<file path="src/isct_pkg.sv">
// ----------------------------------------------------------------------------
// Statistics counter table package
// Shared widths, codes and the entry type of the statistics counter table.
// ----------------------------------------------------------------------------
package isct_pkg;

  localparam int IN_DATA_W  = 40;
  localparam int IN_USER_W  = 2;
  localparam int OUT_DATA_W = 320;
  localparam int CFG_ADDR_W = 3;
  localparam int CFG_DATA_W = 32;
  localparam int INDEX_W    = 5;
  localparam int AMT_W      = 32;

  localparam logic REQ_ADD = 1'b0;
  localparam logic REQ_SUB = 1'b1;

  localparam logic REG_STATS_MASK  = 1'b0;
  localparam logic REG_SQUARE_MASK = 1'b1;

  localparam logic signed [AMT_W-1:0] MIN_RESET = 32'sh7FFF_FFFF;
  localparam logic signed [AMT_W-1:0] MAX_RESET = 32'sh8000_0000;

  // Packed so that the first member lands in the highest bits and the count
  // in the lowest, matching the result tdata layout.
  typedef struct packed {
    logic signed [AMT_W-1:0] max_seen;
    logic signed [AMT_W-1:0] min_seen;
    logic signed [63:0]      square_sum;
    logic signed [63:0]      irq_sum;
    logic signed [63:0]      sum;
    logic        [63:0]      count;
  } entry_t;

endpackage

</file>
<file path="src/isct_update.sv">
// ----------------------------------------------------------------------------
// Statistics entry update
// Computes the new value of one table entry from the current entry and
// one add or subtract request.
// ----------------------------------------------------------------------------
module isct_update (
  input  isct_pkg::entry_t                 cur,
  input  logic                             req_type,
  input  logic                             in_interrupt,
  input  logic signed [isct_pkg::AMT_W-1:0] amount,
  input  logic signed [63:0]               square,
  input  logic                             stats_en,
  input  logic                             square_en,
  output isct_pkg::entry_t                 nxt
);
  import isct_pkg::*;

  logic signed [63:0] amount_wide;

  assign amount_wide = 64'(amount);

  always_comb begin
    nxt = cur;
    if (req_type == REQ_ADD) begin
      nxt.count = cur.count + 64'd1;
      if (stats_en) begin
        nxt.sum = cur.sum + amount_wide;
        if (square_en) begin
          nxt.square_sum = cur.square_sum + square;
        end
        if (amount < cur.min_seen) begin
          nxt.min_seen = amount;
        end
        if (amount > cur.max_seen) begin
          nxt.max_seen = amount;
        end
      end
    end else if (stats_en) begin
      if (in_interrupt) begin
        nxt.irq_sum = cur.irq_sum - amount_wide;
      end else begin
        nxt.sum = cur.sum - amount_wide;
      end
    end
  end

endmodule

</file>
<file path="config.mk">
export PLATFORM = sky130hd
export DESIGN_NAME = isct_update
export DESIGN_NICKNAME = d
export VERILOG_FILES = /design/src/isct_pkg.sv /design/src/isct_update.sv
export SDC_FILE = /design/constraint.sdc
export NUM_CORES = 1
export LEC_CHECK = 0
export BUFFER_PORTS_ARGS = -buffer_cell sky130_fd_sc_hd__buf_2
export CORE_AREA = 3 3 288 290
export DETAILED_ROUTE_END_ITERATION = 10
export DIE_AREA = 0 0 291 293
export GPL_TIMING_DRIVEN = 0
export PLACE_DENSITY = 0.58
export SLEW_MARGIN = 10
export SYNTH_ARGS = -nofsm -noshare
export SYNTH_HDL_FRONTEND = slang
export SYNTH_SLANG_ARGS = --single-unit
</file>
<file path="constraint.sdc">
create_clock -name vclk -period 15.1
set_clock_uncertainty 0.05 [all_clocks]
set_input_delay 3.02 -clock vclk [all_inputs]
set_output_delay 3.02 -clock vclk [all_outputs]
set_load 0.01 [all_outputs]
</file>
==> impl_results.md <==
* Slew margin rel. at 20.4%
* Vias/cell at 5.60
* Initial antenna violation count at 36
* Die area at between 80000 and 90000 um^2
* Remaining global-route overflow at 0
* Layout cells sized above 1 at 20.7%
* Die X at slightly below 300 um
* Area growth syn-to-layout at 25.1%
* Critical Path End Type: output pin
* # nets final at 4576
* Sequential share of the synthesized area at 0%
* Crit-path cells: buf_2 -> inv_4 -> buf_12 -> ha_1 -> clkbuf_1 -> and3_1 -> nand2_1 -> or3_1 -> nor3_1 -> a21boi_0 -> o31ai_1 -> a21boi_0 -> o2111ai_1 -> a31oi_1 -> o22ai_1 -> buf_2
* Worst Max-Slew Pin Slew at around 1.2 ns
* Hold Crit Class: in -> out
* WS Path Type: in -> out
* First-pass GRT wire length at 169000 um
* DRC viols at 0
* DRT iter0 DRCs at 2171
* Setup repair after global routing missed its margin: no
* Hold depth at 3
* Worst Hold Launch: cur[63]
* Final hold vios at 0
* Syn_area_per_cell at 6.54 um^2
* Clock Buffer Count at 0
* Syn Inst Count at 3093
* Final Cycle Share at a little under 80%
* Post-Route Setup TNS at 0 ns
* Io pins at 740
* Number of fill cells in the layout at 9074
* Slew Limit Fails at 0
* Postcts setup bufs at 0
* Pin count of the biggest net entering global routing at 40
* Hold Path Sink: nxt[63]
* GRT Util Overall at around 25%
* Register Area at 0 um^2
* Slowest stage cell, crit path: buf_2
* Status: finished, final reports clean
* DR WL/cell at 23.9 um
* Max Cap Viol at 0
* CP max FO at 39
* Row cnt at between 100 and 150
* Post-cts resize count at 0
* Port Buffer Count at 740
* Crit path DAT at between 8 and 9 ns
* Worst path required time at roughly 12 ns
* Core area at roughly 81000 um^2
* Hold_ws at between 6 and 7 ns
* Yosys warns at 0
* Initial Utilization at between 20% and 30%
* Post-synthesis net count at roughly 3800
* Drt pass-1 iters at 6
* Vias in the first global route at 26400
* Die Y at between 200 and 300 um
* Most frequent cells in the layout: 741 x buf_2, 316 x ha_1, 313 x nand2_1
* Vias at 27500
* Hold buffers post-CTS at 0
* GP Congestion at between 0.9 and 1
* CP startpoint kind: input pin
* Final setup viols at 0
* Seq_cells at 0
* DP HPWL at just over 100000 um
* Commonest non-fill, non-tap cell in the layout: buf_2
* Mapped Area at 20200 um^2
* CP peak stage delay at roughly 0.83 ns
* Synth cell types at 85
* Final Critical Period at between 10 and 15 ns
* Total wire length at around 120000 um
* Routed Antenna Nets at 0
* Fmax at approximately 86 MHz
[through the flow]
stage | area [um^2] | utilization [%] | setup WS, ns | instances
floorplan | 20200 | - | 5.09 | 3093
global placement | 25300 | 31.4 | 2.15 | 4893
detailed placement | 25300 | 31.4 | 3.54 | 4894
CTS | 25300 | 31.4 | 3.53 | 4894
global route | 25300 | 31.4 | 3.11 | 4905
finish | 25300 | 31.4 | 3.46 | 4908
[final cells by class]
type                            count  area [um^2]  area share [%]
Multi-Input combinational cell   2706        18800            74.1
Antenna cell                       14         35.0           0.138
Tap cell                         1060         1330            5.24
Inverter                          212          798            3.15
Buffer                            175          666            2.63
Timing Repair Buffer              741         3720            14.7
[cell usage after synthesis (all sizes together) (21+ instances only)]
library cell	number	area share [%]
nor2	219	4.1
o21ai	285	7.2
nor4	21	0.65
clkbuf	166	3.1
mux2i	68	3.4
o21a	33	1.3
a21oi	308	7.6
nand4	84	2.6
o31ai	37	1.5
a31oi	31	0.96
xor2	58	2.5
o221ai	34	1.5
ha	316	20
nand2b	31	1.0
nand3	75	1.9
a21o	114	4.2
o211ai	23	0.93
inv	209	3.9
and3	30	0.93
xnor2	145	6.3
nor2b	41	1.3
a221o	36	1.8
a221oi	21	0.91
nand2	313	5.8
o21bai	73	2.7
nor3	47	1.2
a22o	29	1.3
[critical path, delay by kind of cell]
kind | cells | cell delay, ns
buf+inv | 5 | 2.17
compound gates | 6 | 1.94
simple gates | 4 | 1.05
fa+ha+maj | 1 | 0.31
[routing by layer]
metal / GRT usage [%] / routed length [um]
met5: 0 / 161
met4: 7.58 / 4110
met3: 3.89 / 8450
met2: 46.6 / 57700
met1: 30.7 / 46700
[worst max path at each step]
stage          startpoint        to
3_5_place_dp   amount[31]  nxt[123]
2_1_floorplan  amount[31]  nxt[191]
5_1_grt        amount[31]  nxt[123]
4_1_cts        amount[31]  nxt[123]
6_report       amount[31]  nxt[123]
3_3_place_gp   amount[31]  nxt[127]
[cell families (layout without fill, tap and decap cells)]
family                   Yosys count  after routing  share of synthesized area (%)
AO/OA/AOI/OAI                   1179           1179                           38.4
multiplexers                      78             78                           3.92
XOR/XNOR                         203            203                           8.79
buffers and inverters            387           1128                           7.22
AND/OR/NAND/NOR                  926            926                           21.7
adder cells (fa/ha/maj)          320            320                           19.9
other                              0             14                              0
